[config.mk]
export PLATFORM = sky130hd
export DESIGN_NAME = pals_div
export DESIGN_NICKNAME = d
export VERILOG_FILES = /design/src/polyline_arc_length_sampler_core_defines.svh /design/src/pals_div.sv
export SDC_FILE = /design/constraint.sdc
export NUM_CORES = 1
export LEC_CHECK = 0
export ABC_AREA = 0
export BUFFER_PORTS_ARGS = -buffer_cell sky130_fd_sc_hd__buf_2
export CELL_PAD_IN_SITES_DETAIL_PLACEMENT = 1
export CELL_PAD_IN_SITES_GLOBAL_PLACEMENT = 1
export CORE_MARGIN = 1.5
export CORE_UTILIZATION = 44
export CTS_CLUSTER_SIZE = 40
export DETAILED_ROUTE_END_ITERATION = 8
export PLACE_DENSITY = 0.81
export REMOVE_ABC_BUFFERS = 1
export SYNTH_ARGS = -nofsm -noshare
export SYNTH_HDL_FRONTEND = slang
export SYNTH_SLANG_ARGS = --single-unit
[constraint.sdc]
create_clock -name clk -period 3.7 [get_ports clk]
set_input_delay 0.185 -clock clk [delete_from_list [all_inputs] [get_ports clk]]
set_output_delay 0.185 -clock clk [all_outputs]
set_load 0.02 [all_outputs]
[src/polyline_arc_length_sampler_core_defines.svh]
// ----------------------------------------------------------------------------
// polyline arc-length sampler assertion macros
// shared assertion wrappers, compiled out with NO_ASSERTIONS
// ----------------------------------------------------------------------------
`ifndef POLYLINE_ARC_LENGTH_SAMPLER_CORE_DEFINES_SVH
`define POLYLINE_ARC_LENGTH_SAMPLER_CORE_DEFINES_SVH
`ifndef NO_ASSERTIONS
// property holds at every clock out of reset
`define PALS_ASSERT(lbl, prop, msg) \
	lbl: assert property (@(posedge clk) disable iff (!arst_n) (prop)) else $error(msg);
// consequent holds in the cycle after antecedent
`define PALS_ASSERT_NEXT(lbl, ante, cons, msg) \
	lbl: assert property (@(posedge clk) disable iff (!arst_n) (ante) |=> (cons)) \
		else $error(msg);
`else
`define PALS_ASSERT(lbl, prop, msg)
`define PALS_ASSERT_NEXT(lbl, ante, cons, msg)
`endif
`endif

[src/pals_div.sv]
// ----------------------------------------------------------------------------
// pals_div
// restoring divider, 57-bit magnitude by 32-bit length, 25-bit quotient
// ----------------------------------------------------------------------------
`timescale 1ns / 1ps
module pals_div (
	input  logic        clk,
	input  logic        arst_n,
	input  logic        start,
	input  logic [56:0] dividend,
	input  logic [31:0] divisor,
	output logic        done,
	output logic [24:0] quotient
);
	logic [32:0] rem_q;
	logic [24:0] low_q;
	logic [24:0] quo_q;
	logic [31:0] dvs_q;
	logic [4:0]  cnt_q;
	logic        busy_q;
	logic        done_q;
	logic [33:0] shifted;
	logic [33:0] diff;

	// quotient stays below 2^25, so the upper bits start below the divisor
	always_comb begin
		shifted = {rem_q, low_q[24]};
		diff    = shifted - {2'b00, dvs_q};
	end

	always_ff @(posedge clk or negedge arst_n) begin
		if (!arst_n) begin
			busy_q <= 1'b0;
			done_q <= 1'b0;
		end else begin
			done_q <= 1'b0;
			if (start) begin
				busy_q <= 1'b1;
			end else if (busy_q && cnt_q == 5'd0) begin
				busy_q <= 1'b0;
				done_q <= 1'b1;
			end
		end
	end

	always_ff @(posedge clk) begin
		if (start) begin
			rem_q <= {1'b0, dividend[56:25]};
			low_q <= dividend[24:0];
			dvs_q <= divisor;
			quo_q <= '0;
			cnt_q <= 5'd24;
		end else if (busy_q) begin
			if (!diff[33]) begin
				rem_q <= diff[32:0];
				quo_q <= {quo_q[23:0], 1'b1};
			end else begin
				rem_q <= shifted[32:0];
				quo_q <= {quo_q[23:0], 1'b0};
			end
			low_q <= {low_q[23:0], 1'b0};
			cnt_q <= cnt_q - 5'd1;
		end
	end

	assign done     = done_q;
	assign quotient = quo_q;
endmodule

# After elaboration in Yosys (flattened, before gate mapping)
# Index checks and enable logic that the tools add are counted.
# totals
wordCells,24
inputBits,92
reg_bits,122
memories,0
mem_bits_rw,0
latch_bits,0
mem_bits_ro,0
output_inout_bits,26
# classes
n_div,0
n_mux,10
bitwise_logic,0
n_reduce_logical,4
add_sub_neg,2
shift,0
n_eq_ne,0
order_cmp,0
mul,0
# op_table
cell,n
2-to-1 mux 32 bit,2
2-to-1 mux 25 bit,2
subtractor 34 x 32 -> 34 bit,1
2-to-1 mux 33 bit,1
logical NOT 5 bit,1
2-to-1 mux 1 bit,5
"subtractor 5 x 1 -> 5 bit, second input constant",1
nonzero test 2 bit,2
logical AND 1 bit,1

# Depth between registers and ports, before layout
# Gate-level depths: netlist (run 1).
# logic_depth
ltp_word,4
depth_mapped,13

# Worst setup path after synthesis (run 1)
# OpenSTA, ideal clock, no wires.
# synth_path
path_type,register to register
startpoint,register low_q[24]
endpoint,"register rem_q[24], data pin"
setup_time_ns,0.261
t_arrival_ns,2.880
period_less_slack_ns,3.141
setup_slack_ns,0.559
path_stages_with_launch,14
path_cell_list,edfxtp_1 -> inv_1 -> ha_1 -> inv_1 -> fa_1 -> a21o_1 -> a311oi_1 -> nand3b_1 -> nand2_1 -> a2111oi_0 -> o31ai_1 -> xnor2_1 -> nor4_1 -> a311o_1
# synth_via
elab_chain_cells,4
# synth_lines
item,line,source
from (decl),pals_div.sv:16,logic [24:0] low_q;
from (signal assigned),pals_div.sv:49,low_q <= dividend[24:0];
from (signal assigned),pals_div.sv:61,"low_q <= {low_q[23:0], 1'b0};"
subtractor 34 x 32 -> 34 bit,pals_div.sv:28,"diff = shifted - {2'b00, dvs_q};"
2-to-1 mux 33 bit,pals_div.sv:54,if (!diff[33]) begin
2-to-1 mux 32 bit,pals_div.sv:53,end else if (busy_q) begin
2-to-1 mux 32 bit,pals_div.sv:47,if (start) begin
to (signal assigned),pals_div.sv:48,"rem_q <= {1'b0, dividend[56:25]};"
to (signal assigned),pals_div.sv:55,rem_q <= diff[32:0];
to (signal assigned),pals_div.sv:58,rem_q <= shifted[32:0];
to (decl),pals_div.sv:15,logic [32:0] rem_q;
# Every way passes these cells. The select of a mux whose other input is x is not followed.
# A chain may end at the register's enable or synchronous reset.

# Final worst setup path (run 1)
# Same ends and word-level chain as after synthesis.

==> run_summary.xml, run 1 <==
<?xml version="1.0" encoding="UTF-8"?>
<metrics>
  <group name="timing">
    <metric name="fin_worst_skew" unit="ns">0.0194</metric>
    <metric name="clock.fmax" unit="GHz">0.292</metric>
    <metric name="slew-limit-headroom" unit="">0.551</metric>
    <metric name="period_share" unit="">0.925</metric>
    <metric name="fin_setup_tns" unit="ns">0</metric>
    <metric name="timing_worst_slew_pin_value" unit="ns">0.673</metric>
    <metric name="setup_slack" unit="ns">0.278</metric>
    <metric name="hold_slack" unit="ns">0.0582</metric>
    <metric name="period_minus_slack" unit="ns">3.42</metric>
    <metric name="count_of_pins_over_their_slew_limit" unit="">0</metric>
    <metric name="hold_violations" unit="">0</metric>
    <metric name="finalSetupViolCount" unit="">0</metric>
    <metric name="rsz0062_at_grt" unit="">no</metric>
  </group>
  <group name="layout">
    <metric name="layout-drive-gt1-share" unit="">0.247</metric>
    <metric name="finish.net_count" unit="">914</metric>
    <metric name="layout.cells.most_common_list" unit="">116 x sky130_fd_sc_hd__buf_2, 89 x sky130_fd_sc_hd__edfxtp_1, 59 x sky130_fd_sc_hd__nor2_1</metric>
    <metric name="area_growth_syn_to_layout" unit="%">24.7</metric>
    <metric name="most_common_cell_after_layout_fill_and_taps_aside" unit="">sky130_fd_sc_hd__buf_2</metric>
    <metric name="antenna_cells" unit="">0</metric>
    <metric name="finish.utilization" unit="">0.561</metric>
  </group>
  <group name="global_routing">
    <metric name="grt_pass1_vias" unit="">6064</metric>
    <metric name="total_congestion_overflow_after_global_routing" unit="">0</metric>
    <metric name="track_usage" unit="">0.231</metric>
    <metric name="grt_antenna_before_repair" unit="">2</metric>
    <metric name="grt_max_degree" unit="">128</metric>
    <metric name="grt_first_pass_wirelength" unit="µm">29600</metric>
  </group>
  <group name="synth">
    <metric name="synth-async-reset-ratio" unit="">0.0164</metric>
    <metric name="main_combinational_cell_family_by_area_after_synthesis" unit="">compound AO/OA/AOI/OAI gates</metric>
    <metric name="synth_top_cell_by_area" unit="">sky130_fd_sc_hd__edfxtp_1</metric>
    <metric name="synthDominantCellAreaShare" unit="">0.392</metric>
    <metric name="synth_area_in_adders" unit="">0.0635</metric>
    <metric name="synth_simple_gate_area_frac" unit="">0.123</metric>
    <metric name="synth_warnings" unit="">0</metric>
    <metric name="area_fraction_in_compound_gates_after_synthesis" unit="">0.158</metric>
    <metric name="synth_edf_count" unit="">89</metric>
    <metric name="synth.mux.area_fraction" unit="">0.0778</metric>
    <metric name="netlist_top_cells_area" unit="">sky130_fd_sc_hd__edfxtp_1 39%, sky130_fd_sc_hd__dfxtp_1 9.1%, sky130_fd_sc_hd__ha_1 6.1%</metric>
    <metric name="synth.lib_cells_used.distinct" unit="">63</metric>
    <metric name="synth_top_flop_cell" unit="">sky130_fd_sc_hd__edfxtp_1</metric>
    <metric name="post_synth_xor_area_fraction" unit="">0.0385</metric>
    <metric name="syn_inst" unit="">639</metric>
    <metric name="synth_seq_area_share" unit="">0.490</metric>
    <metric name="synthesis.area_per_instance" unit="µm²">10.7</metric>
    <metric name="post_synth_instance_area" unit="µm²">6820</metric>
    <metric name="postSynthRegisterBits" unit="">122</metric>
  </group>
  <group name="routing">
    <metric name="drt-initial-drc-count" unit="">268</metric>
    <metric name="totalWireLength" unit="µm">18100</metric>
    <metric name="drcViolationCount" unit="">0</metric>
    <metric name="drt-vias-per-instance" unit="">5.58</metric>
    <metric name="firstDrtPassIters" unit="">5</metric>
    <metric name="drt.antenna.violating_nets" unit="">0</metric>
    <metric name="avgRoutedWirePerCell" unit="µm">18.3</metric>
    <metric name="num_vias" unit="">5514</metric>
  </group>
  <group name="critical_path">
    <metric name="worstSetupEndpointType" unit="">flip-flop</metric>
    <metric name="regToRegStartpoint" unit="">low_q[24]</metric>
    <metric name="critPathRequiredTime" unit="ns">3.87</metric>
    <metric name="timing.critical_path.arrival" unit="ns">3.59</metric>
    <metric name="critical_path_peak_fanout" unit="">4</metric>
    <metric name="worst_setup_path_start_kind" unit="">flip-flop</metric>
    <metric name="cp_class" unit="">flip-flop to flip-flop</metric>
    <metric name="critical_path.startpoint" unit="">low_q[24]</metric>
  </group>
  <group name="floorplanning">
    <metric name="initial_utilization" unit="">0.450</metric>
    <metric name="chipHeight" unit="µm">127</metric>
    <metric name="rows" unit="">45</metric>
    <metric name="dieArea" unit="µm²">16300</metric>
    <metric name="fp.dieW" unit="µm">127</metric>
    <metric name="ioPinCount" unit="">118</metric>
    <metric name="core" unit="µm²">15100</metric>
  </group>
  <group name="pwr">
    <metric name="p_leak" unit="nW">3.73</metric>
    <metric name="pwr-share-seq" unit="">0.300</metric>
    <metric name="post-layout-total-power" unit="mW">6.62</metric>
    <metric name="sw_pwr" unit="mW">2.62</metric>
    <metric name="power.share.clock" unit="">0.238</metric>
    <metric name="worst_ir_drop_vdd" unit="mV">0.431</metric>
    <metric name="internal-power" unit="mW">4.00</metric>
    <metric name="power.combinational.fraction" unit="">0.462</metric>
    <metric name="netSwitchingFraction" unit="">0.395</metric>
    <metric name="ratio_of_total_power_to_cell_area" unit="nW/µm²">778</metric>
  </group>
  <group name="clock_tree">
    <metric name="number_of_levels_the_h_tree_was_split_into" unit="">4</metric>
    <metric name="path_clk_slew" unit="ns">0.06</metric>
    <metric name="postCtsSetupRepairBufs" unit="">0</metric>
    <metric name="clock_path_buffers" unit="">2</metric>
    <metric name="library_cell_used_as_clock_root_buffer" unit="">sky130_fd_sc_hd__clkbuf_16</metric>
    <metric name="clock_latency_on_the_worst_skew_pair" unit="ns">0.43</metric>
    <metric name="clock_sink_count" unit="">122</metric>
    <metric name="total_cts_buffers" unit="">17</metric>
    <metric name="cts_tree" unit="">built</metric>
  </group>
  <group name="place">
    <metric name="finalWeightedCongestion" unit="">0.854</metric>
    <metric name="placement.io_buffers" unit="">117</metric>
    <metric name="place_ws" unit="ns">0.0173</metric>
    <metric name="hpwl" unit="µm">12000</metric>
  </group>
  <group name="run_status">
    <metric name="run_status" unit="">finished clean</metric>
  </group>
  <group name="worst_hold_path">
    <metric name="hold_path_startpoint" unit="">dividend[0]</metric>
    <metric name="holdCritPathClass" unit="">input port to flip-flop</metric>
  </group>
  <group name="run">
    <metric name="max_cap_viol_count" unit="">0</metric>
  </group>
</metrics>
==> worst max-delay path: stages, from the launching register on <==
cell	delay, ns
sky130_fd_sc_hd__edfxtp_1	0.38
sky130_fd_sc_hd__inv_1	0.09
sky130_fd_sc_hd__ha_1	0.16
sky130_fd_sc_hd__inv_1	0.06
sky130_fd_sc_hd__fa_1	0.41
sky130_fd_sc_hd__a21o_1	0.21
sky130_fd_sc_hd__a311oi_2	0.33
sky130_fd_sc_hd__nand3b_1	0.20
sky130_fd_sc_hd__nand2_1	0.14
sky130_fd_sc_hd__a2111oi_2	0.46
sky130_fd_sc_hd__o31ai_1	0.17
sky130_fd_sc_hd__xnor2_1	0.18
sky130_fd_sc_hd__nor4_1	0.08
sky130_fd_sc_hd__a311o_1	0.30
==> sequential cells by signal, indices dropped and copies added, names as in the netlist <==
register and cells:
quotient 25, cnt_q 5, rem_q 33, dvs_q 32, busy_q 1, low_q 25
done 1
==> power groups by stage <==
stage | Combinational (mW) | Clock (mW) | Sequential, mW
after floorplan | 2.15 | 0 | 1.96
after global placement | 2.82 | 0 | 1.98
after detailed placement | 2.93 | 0 | 2.00
after CTS | 3.02 | 1.61 | 1.98
after global routing | 3.37 | 1.65 | 2.02
final | 3.06 | 1.57 | 1.99
==> what timing repair did <==
action,4_1_cts,5_1_grt
gates resized for setup,1,3
setup endpoints to repair,1,3
hold buffers,33,0
endpoints found under the hold margin,34,0
==> path summary, 6_finish.rpt <==
path | endpoint | slack, ns | cells past startpoint
max | rem_q[24] | 0.28 | 13
min | low_q[0] | 0.06 | 2
max reg2reg | rem_q[24] | 0.28 | 13
min reg2reg | done | 0.46 | 1
max in group asynchronous | done | 3.54 | 2
min in group asynchronous | busy_q | 0.07 | 2
==> cell families after synthesis <==
logic type | after synthesis
AO/OA/AOI/OAI | 150
XOR/XNOR | 30
adder cells (fa/ha/maj) | 34
buffers and inverters | 79
flip-flops | 122
multiplexers | 50
AND/OR/NAND/NOR | 174
==> synth_stat cells, types with 10 or more instances <==
cell type	n
sky130_fd_sc_hd__clkbuf_1	16
sky130_fd_sc_hd__inv_1	48
sky130_fd_sc_hd__dfxtp_1	31
sky130_fd_sc_hd__ha_1	33
sky130_fd_sc_hd__o21ai_0	32
sky130_fd_sc_hd__mux2i_1	26
sky130_fd_sc_hd__mux2_2	24
sky130_fd_sc_hd__nand2_1	33
sky130_fd_sc_hd__xnor2_1	21
sky130_fd_sc_hd__nand4_1	11
sky130_fd_sc_hd__a21oi_1	31
sky130_fd_sc_hd__and2_1	10
sky130_fd_sc_hd__a31oi_1	14
sky130_fd_sc_hd__nor2_1	59
sky130_fd_sc_hd__nand3_1	20
sky130_fd_sc_hd__nor4_1	10
sky130_fd_sc_hd__edfxtp_1	89
==> metrics by stage <==
step / cell area [µm²] / std cells
floorplan: 6670 / 608
global placement: 7600 / 924
detailed placement: 7600 / 924
CTS: 8490 / 989
global route: 8500 / 989
finish: 8500 / 989
==> layer usage <==
layer | vias up | routed length, µm | track usage | share of wire
met2 | 144 | 9100 | 0.402 | 0.50
met3 | 22 | 1030 | 0.0641 | 0.057
met5 | - | 0 | 0 | 0
met4 | 0 | 256 | 0.0876 | 0.014
met1 | 2674 | 7670 | 0.272 | 0.42
li1 | 2674 | - | - | -
==> layout make-up <==
cell class,count,area [µm²]
Fill cell,1647,6650
Sequential cell,122,3340
Multi-Input combinational cell,438,3160
Timing Repair Buffer,161,1030
Clock buffer,18,429
Tap cell,188,235
Inverter,48,180
Clock inverter,14,123
Note: power is estimated with default switching activity, not from simulation.
==> inputs of run 2 (changes only) <==
--- a/config.mk
+++ b/config.mk
@@ -9,11 +9,12 @@
 export BUFFER_PORTS_ARGS = -buffer_cell sky130_fd_sc_hd__buf_2
 export CELL_PAD_IN_SITES_DETAIL_PLACEMENT = 1
 export CELL_PAD_IN_SITES_GLOBAL_PLACEMENT = 1
+export CORE_ASPECT_RATIO = 0.6
 export CORE_MARGIN = 1.5
-export CORE_UTILIZATION = 44
+export CORE_UTILIZATION = 48
 export CTS_CLUSTER_SIZE = 40
 export DETAILED_ROUTE_END_ITERATION = 8
-export PLACE_DENSITY = 0.81
+export PLACE_DENSITY = 0.87
 export REMOVE_ABC_BUFFERS = 1
 export SYNTH_ARGS = -nofsm -noshare
 export SYNTH_HDL_FRONTEND = slang
==> constraint.sdc (replaced) <==
create_clock -name clk -period 4.4 [get_ports clk]
set_input_delay 0.22 -clock clk [delete_from_list [all_inputs] [get_ports clk]]
set_output_delay 0.22 -clock clk [all_outputs]
set_load 0.02 [all_outputs]
==> run_summary.xml, run 2 (synthesis results as in run 1) <==
<?xml version="1.0" encoding="UTF-8"?>
<metrics>
  <group name="run_status">
    <metric name="run_status" unit="">finished clean</metric>
  </group>
  <group name="critical_path">
    <metric name="worst_path_dominant_cell_family" unit="">compound AO/OA/AOI/OAI gates</metric>
    <metric name="critPathMaxStageDelay" unit="ns">0.57</metric>
    <metric name="r2r-end" unit="">rem_q[9]</metric>
    <metric name="cp.depth" unit="">9</metric>
    <metric name="r2r.worst_path.cells" unit="">9</metric>
    <metric name="timing.critical_path.slowest_stage_cell" unit="">sky130_fd_sc_hd__o41a_2</metric>
    <metric name="cp_class" unit="">flip-flop to flip-flop</metric>
    <metric name="regToRegSetupSlack" unit="ns">0.50</metric>
    <metric name="worstSetupEndpointType" unit="">flip-flop</metric>
    <metric name="regToRegStartpoint" unit="">rem_q[13]</metric>
    <metric name="critical_path_peak_fanout" unit="">23</metric>
    <metric name="count_of_buffer_and_inverter_cells_on_the_critical_path" unit="">0</metric>
    <metric name="timing.critical_path.arrival" unit="ns">4.06</metric>
    <metric name="critPathRequiredTime" unit="ns">4.56</metric>
    <metric name="crit_path_end" unit="">rem_q[9]</metric>
    <metric name="worst_setup_path_start_kind" unit="">flip-flop</metric>
    <metric name="critical_path.startpoint" unit="">rem_q[13]</metric>
    <metric name="timing.critical_path.cells" unit="">ha_1, a21oi_1, o21ai_0, nor2b_1, a21oi_4, o31ai_4, o41a_2, nand2_2, a311o_1</metric>
  </group>
  <group name="timing">
    <metric name="period_minus_slack" unit="ns">3.90</metric>
    <metric name="slew-limit-headroom" unit="">0.277</metric>
    <metric name="fin_setup_tns" unit="ns">0</metric>
    <metric name="period_share" unit="">0.886</metric>
    <metric name="count_of_pins_over_their_slew_limit" unit="">0</metric>
    <metric name="rsz0062_at_grt" unit="">no</metric>
    <metric name="finalSetupViolCount" unit="">0</metric>
    <metric name="fin_worst_skew" unit="ns">0.00700</metric>
    <metric name="clock.fmax" unit="GHz">0.257</metric>
    <metric name="hold_violations" unit="">0</metric>
    <metric name="timing_worst_slew_pin_value" unit="ns">1.08</metric>
  </group>
  <group name="floorplanning">
    <metric name="initial_utilization" unit="">0.496</metric>
    <metric name="core" unit="µm²">13700</metric>
    <metric name="rows" unit="">33</metric>
    <metric name="dieArea" unit="µm²">15000</metric>
    <metric name="ioPinCount" unit="">118</metric>
    <metric name="fp.dieW" unit="µm">157</metric>
    <metric name="chipHeight" unit="µm">95.3</metric>
  </group>
  <group name="routing">
    <metric name="drt.antenna.violating_nets" unit="">0</metric>
    <metric name="drt-initial-drc-count" unit="">294</metric>
    <metric name="firstDrtPassIters" unit="">4</metric>
    <metric name="avgRoutedWirePerCell" unit="µm">20.3</metric>
    <metric name="num_vias" unit="">5664</metric>
    <metric name="drcViolationCount" unit="">0</metric>
    <metric name="drt-vias-per-instance" unit="">5.72</metric>
    <metric name="totalWireLength" unit="µm">20100</metric>
  </group>
  <group name="clock_tree">
    <metric name="clock_path_buffers" unit="">2</metric>
    <metric name="path_clk_slew" unit="ns">0.06</metric>
    <metric name="clock_sink_count" unit="">122</metric>
    <metric name="cts_resized" unit="">0</metric>
    <metric name="clock_latency_on_the_worst_skew_pair" unit="ns">0.42</metric>
    <metric name="cts_hold_buf" unit="">33</metric>
    <metric name="postCtsSetupRepairBufs" unit="">0</metric>
    <metric name="cts_tree" unit="">built</metric>
    <metric name="number_of_levels_the_h_tree_was_split_into" unit="">4</metric>
    <metric name="total_cts_buffers" unit="">17</metric>
    <metric name="library_cell_used_as_clock_root_buffer" unit="">sky130_fd_sc_hd__clkbuf_16</metric>
  </group>
  <group name="layout">
    <metric name="finish.net_count" unit="">912</metric>
    <metric name="layout-drive-gt1-share" unit="">0.245</metric>
    <metric name="layout.cells.most_common_list" unit="">116 x sky130_fd_sc_hd__buf_2, 89 x sky130_fd_sc_hd__edfxtp_1, 59 x sky130_fd_sc_hd__nor2_1</metric>
    <metric name="antenna_cells" unit="">0</metric>
    <metric name="area_growth_syn_to_layout" unit="%">24.4</metric>
    <metric name="most_common_cell_after_layout_fill_and_taps_aside" unit="">sky130_fd_sc_hd__buf_2</metric>
    <metric name="largest_register_ff_count" unit="">33</metric>
    <metric name="biggestRegsByFlops" unit="">rem_q (33), dvs_q (32)</metric>
    <metric name="largest_reg_by_ff_count" unit="">rem_q</metric>
    <metric name="finish.utilization" unit="">0.617</metric>
  </group>
  <group name="global_routing">
    <metric name="grt_antenna_before_repair" unit="">1</metric>
    <metric name="total_congestion_overflow_after_global_routing" unit="">0</metric>
    <metric name="grt_max_degree" unit="">80</metric>
    <metric name="grt_pass1_vias" unit="">6159</metric>
    <metric name="grt_first_pass_wirelength" unit="µm">32000</metric>
    <metric name="track_usage" unit="">0.282</metric>
  </group>
  <group name="pwr">
    <metric name="worst_ir_drop_vdd" unit="mV">0.242</metric>
    <metric name="ratio_of_total_power_to_cell_area" unit="nW/µm²">670</metric>
    <metric name="post-layout-total-power" unit="mW">5.68</metric>
    <metric name="p_leak" unit="nW">3.74</metric>
  </group>
  <group name="worst_hold_path">
    <metric name="holdCritPathClass" unit="">input port to flip-flop</metric>
    <metric name="timing.hold.worst_path_depth" unit="">2</metric>
  </group>
  <group name="place">
    <metric name="placement.io_buffers" unit="">117</metric>
    <metric name="hpwl" unit="µm">13300</metric>
    <metric name="finalWeightedCongestion" unit="">0.858</metric>
  </group>
  <group name="run">
    <metric name="max_cap_viol_count" unit="">0</metric>
  </group>
</metrics>
-- run 2: changes by cell type in the layout (fill, tap and decap cells not counted), sizes merged --
cell	previous run	this run
inv	51	58
buf	128	126
clkinvlp	3	0
bufinv	1	0
clkbuf	18	19
clkinv	7	3
-- run 2: cell type report --
| type | instances | area (µm²) |
|---|---|---|
| Fill cell | 1488 | 5270 |
| Sequential cell | 122 | 3340 |
| Multi-Input combinational cell | 438 | 3150 |
| Timing Repair Buffer | 159 | 986 |
| Clock buffer | 19 | 464 |
| Tap cell | 192 | 240 |
| Inverter | 48 | 180 |
| Clock inverter | 13 | 119 |
-- run 2: metrics by stage --
| step | area [µm²] | cells | setup WS [ns] | hold WS (ns) |
|---|---|---|---|---|
| after floorplan | 6670 | 608 | 1.10 | -0.0756 |
| after global placement | 7570 | 926 | 0.824 | 0.00435 |
| after detailed placement | 7570 | 926 | 0.627 | 0.00569 |
| after CTS | 8480 | 991 | 0.572 | 0.0775 |
| after global routing | 8480 | 991 | 0.314 | 0.0863 |
| final | 8480 | 991 | 0.503 | 0.0867 |
-- run 2: per-layer routing --
metal,global-route usage,share of wire,vias up
li1,-,-,2671
met1,0.358,0.44,2755
met2,0.465,0.47,205
met3,0.0800,0.068,31
met4,0.0968,0.015,2
met5,0,0.00060,-
-- run 2: worst reg2reg max path, stage by stage (launching register included) --
cell,delay [ns]
sky130_fd_sc_hd__edfxtp_1,0.42
sky130_fd_sc_hd__ha_1,0.44
sky130_fd_sc_hd__a21oi_1,0.14
sky130_fd_sc_hd__o21ai_0,0.44
sky130_fd_sc_hd__nor2b_1,0.40
sky130_fd_sc_hd__a21oi_4,0.06
sky130_fd_sc_hd__o31ai_4,0.41
sky130_fd_sc_hd__o41a_2,0.57
sky130_fd_sc_hd__nand2_2,0.32
sky130_fd_sc_hd__a311o_1,0.44
-- run 2: how the worst min path moves through the flow --
stage,start,end,slack [ns]
2_1_floorplan,arst_n,busy_q,-0.08
3_3_place_gp,arst_n,done,0.004
3_5_place_dp,arst_n,busy_q,0.006
4_1_cts,dividend[0],low_q[0],0.08
5_1_grt,dividend[0],low_q[0],0.09
6_report,dividend[0],low_q[0],0.09
-- run 2: where the power goes --
| group | leakage (nW) | internal (mW) | total [mW] | switching [mW] |
|---|---|---|---|---|
| clock network | 0.291 | 0.795 | 1.40 | 0.606 |
| registers | 1.20 | 1.53 | 1.68 | 0.148 |
| logic | 2.25 | 1.02 | 2.60 | 1.58 |
==> inputs of run 3 (changes only) <==
==> constraint.sdc (replaced) <==
create_clock -name clk -period 4.4 [get_ports clk]
set_input_delay 0.88 -clock clk [delete_from_list [all_inputs] [get_ports clk]]
set_output_delay 0.88 -clock clk [all_outputs]
set_load 0.02 [all_outputs]
==> run_summary.xml, run 3 (synthesis results as in run 1) <==
<?xml version="1.0" encoding="UTF-8"?>
<metrics>
  <group name="global_routing">
    <metric name="grt_pass1_vias" unit="">5969</metric>
    <metric name="groute.layer.met3.usage" unit="">0.0759</metric>
    <metric name="grt_max_degree" unit="">49</metric>
    <metric name="total_congestion_overflow_after_global_routing" unit="">0</metric>
    <metric name="met2_usage" unit="">0.481</metric>
    <metric name="grt.busiest_layer" unit="">met2</metric>
    <metric name="grt_antenna_before_repair" unit="">2</metric>
    <metric name="grt_first_pass_wirelength" unit="µm">32500</metric>
    <metric name="track_usage" unit="">0.287</metric>
    <metric name="grt_util_met1" unit="">0.366</metric>
  </group>
  <group name="pwr">
    <metric name="worst_ir_drop_vdd" unit="mV">0.287</metric>
    <metric name="p_leak" unit="nW">3.61</metric>
    <metric name="ratio_of_total_power_to_cell_area" unit="nW/µm²">702</metric>
  </group>
  <group name="clock_tree">
    <metric name="clock_latency_on_the_worst_skew_pair" unit="ns">0.42</metric>
    <metric name="clock_path_buffers" unit="">2</metric>
    <metric name="clock_sink_count" unit="">122</metric>
    <metric name="postCtsSetupRepairBufs" unit="">0</metric>
    <metric name="path_clk_slew" unit="ns">0.06</metric>
    <metric name="cts_hold_buf" unit="">0</metric>
    <metric name="library_cell_used_as_clock_root_buffer" unit="">sky130_fd_sc_hd__clkbuf_16</metric>
    <metric name="number_of_levels_the_h_tree_was_split_into" unit="">4</metric>
    <metric name="cts_resized" unit="">0</metric>
    <metric name="total_cts_buffers" unit="">17</metric>
    <metric name="cts_tree" unit="">built</metric>
  </group>
  <group name="timing">
    <metric name="period_minus_slack" unit="ns">3.90</metric>
    <metric name="period_share" unit="">0.886</metric>
    <metric name="rsz0062_at_grt" unit="">no</metric>
    <metric name="fin_worst_skew" unit="ns">0.00822</metric>
    <metric name="clock.fmax" unit="GHz">0.256</metric>
    <metric name="timing_worst_slew_pin_value" unit="ns">0.682</metric>
    <metric name="fin_setup_tns" unit="ns">0</metric>
    <metric name="count_of_pins_over_their_slew_limit" unit="">0</metric>
    <metric name="finalSetupViolCount" unit="">0</metric>
    <metric name="slew-limit-headroom" unit="">0.544</metric>
    <metric name="hold_violations" unit="">0</metric>
  </group>
  <group name="critical_path">
    <metric name="critical_path.startpoint" unit="">low_q[24]</metric>
    <metric name="worstSetupEndpointType" unit="">flip-flop</metric>
    <metric name="critical_path_peak_fanout" unit="">4</metric>
    <metric name="cp_class" unit="">flip-flop to flip-flop</metric>
    <metric name="timing.critical_path.arrival" unit="ns">4.07</metric>
    <metric name="critPathRequiredTime" unit="ns">4.57</metric>
    <metric name="regToRegStartpoint" unit="">low_q[24]</metric>
    <metric name="worst_setup_path_start_kind" unit="">flip-flop</metric>
  </group>
  <group name="worst_hold_path">
    <metric name="holdCritPathClass" unit="">input port to asynchronous set/reset pin</metric>
  </group>
  <group name="layout">
    <metric name="area_growth_syn_to_layout" unit="%">19.9</metric>
    <metric name="area_of_combinational_cells_with_multiple_inputs" unit="µm²">3150</metric>
    <metric name="layout.cells.most_common_list" unit="">116 x sky130_fd_sc_hd__buf_2, 89 x sky130_fd_sc_hd__edfxtp_1, 59 x sky130_fd_sc_hd__nor2_1</metric>
    <metric name="biggestRegsByFlops" unit="">rem_q (33), dvs_q (32)</metric>
    <metric name="antenna_cells" unit="">0</metric>
    <metric name="regArea" unit="µm²">3340</metric>
    <metric name="layout-drive-gt1-share" unit="">0.258</metric>
    <metric name="finish.net_count" unit="">881</metric>
    <metric name="largest_register_ff_count" unit="">33</metric>
    <metric name="most_common_cell_after_layout_fill_and_taps_aside" unit="">sky130_fd_sc_hd__buf_2</metric>
    <metric name="num-fill-cells" unit="">1528</metric>
    <metric name="stdcell_area" unit="µm²">8180</metric>
    <metric name="largest_reg_by_ff_count" unit="">rem_q</metric>
  </group>
  <group name="routing">
    <metric name="avgRoutedWirePerCell" unit="µm">21.2</metric>
    <metric name="drt-initial-drc-count" unit="">330</metric>
    <metric name="drcViolationCount" unit="">0</metric>
    <metric name="firstDrtPassIters" unit="">6</metric>
    <metric name="drt-vias-per-instance" unit="">5.90</metric>
    <metric name="drt.antenna.violating_nets" unit="">0</metric>
    <metric name="totalWireLength" unit="µm">20400</metric>
    <metric name="num_vias" unit="">5664</metric>
  </group>
  <group name="run_status">
    <metric name="run_status" unit="">finished clean</metric>
  </group>
  <group name="floorplanning">
    <metric name="fp.dieW" unit="µm">157</metric>
    <metric name="dieArea" unit="µm²">15000</metric>
    <metric name="rows" unit="">33</metric>
    <metric name="initial_utilization" unit="">0.496</metric>
    <metric name="chipHeight" unit="µm">95.3</metric>
    <metric name="core" unit="µm²">13700</metric>
    <metric name="ioPinCount" unit="">118</metric>
  </group>
  <group name="place">
    <metric name="placement.io_buffers" unit="">117</metric>
    <metric name="hpwl" unit="µm">13400</metric>
    <metric name="finalWeightedCongestion" unit="">0.866</metric>
    <metric name="placement_stage_cell_area" unit="µm²">7580</metric>
  </group>
  <group name="run">
    <metric name="max_cap_viol_count" unit="">0</metric>
  </group>
</metrics>
[run 3: cell count changes in the layout (fill, tap and decap cells not counted)]
| cell | change |
|---|---|
| sky130_fd_sc_hd__clkbuf_16 | +1 |
| sky130_fd_sc_hd__buf_4 | +2 |
| sky130_fd_sc_hd__inv_8 | +1 |
| sky130_fd_sc_hd__clkbuf_8 | -1 |
| sky130_fd_sc_hd__inv_4 | +1 |
| sky130_fd_sc_hd__clkinv_4 | +1 |
| sky130_fd_sc_hd__dlygate4sd3_1 | -33 |
| sky130_fd_sc_hd__inv_6 | -3 |
[run 3: per-layer routing]
| metal | part of all wire | wire length (µm) |
|---|---|---|
| met4 | 0.013 | 261 |
| met3 | 0.071 | 1450 |
| met5 | 0.00059 | 12 |
| met2 | 0.48 | 9810 |
| met1 | 0.43 | 8850 |
[run 3: worst paths after layout]
kind / slack, ns / end / cells after the start
worst max-delay path: 0.50 / rem_q[24] / 13
worst min-delay path: 0.24 / busy_q / 1
worst max register to register: 0.50 / rem_q[24] / 13
worst min register to register: 0.49 / quotient[0] / 2
max in group asynchronous: 4.06 / done / 1
min in group clk: 0.49 / quotient[0] / 2
[run 3: power by group]
group	internal [mW]	leakage [nW]	total (mW)	switching (mW)
Combinational	1.01	2.12	2.63	1.62
Sequential	1.53	1.20	1.68	0.150
Clock	0.813	0.297	1.43	0.617
[run 3: cell type report]
| cell class | instances | share of cell area |
|---|---|---|
| Timing Repair Buffer | 128 | 0.0820 |
| Tap cell | 192 | 0.0294 |
| Clock buffer | 19 | 0.0581 |
| Sequential cell | 122 | 0.409 |
| Multi-Input combinational cell | 438 | 0.385 |
| Clock inverter | 13 | 0.0145 |
| Inverter | 48 | 0.0220 |
[run 3: stage by stage]
stage          total power [mW]  setup WS (ns)  hold WS [ns]  utilization  instances
2_1_floorplan              3.45          0.998         0.425            -        608
3_3_place_gp               4.00          0.822         0.437        0.551        928
3_5_place_dp               4.18          0.694         0.461        0.551        928
4_1_cts                    5.70          0.636         0.228        0.595        960
5_1_grt                    6.02          0.332         0.229        0.595        960
6_report                   5.74          0.501         0.235        0.595        960
[run 3: critical path: stages (launching register included)]
cell                        delay, ns
sky130_fd_sc_hd__edfxtp_1        0.36
sky130_fd_sc_hd__inv_1           0.09
sky130_fd_sc_hd__ha_1            0.17
sky130_fd_sc_hd__inv_1           0.05
sky130_fd_sc_hd__fa_1            0.40
sky130_fd_sc_hd__a21o_1          0.22
sky130_fd_sc_hd__a311oi_1        0.58
sky130_fd_sc_hd__nand3b_1        0.25
sky130_fd_sc_hd__nand2_1         0.14
sky130_fd_sc_hd__a2111oi_0       0.61
sky130_fd_sc_hd__o31ai_1         0.19
sky130_fd_sc_hd__xnor2_1         0.23
sky130_fd_sc_hd__nor4_1          0.07
sky130_fd_sc_hd__a311o_1         0.28
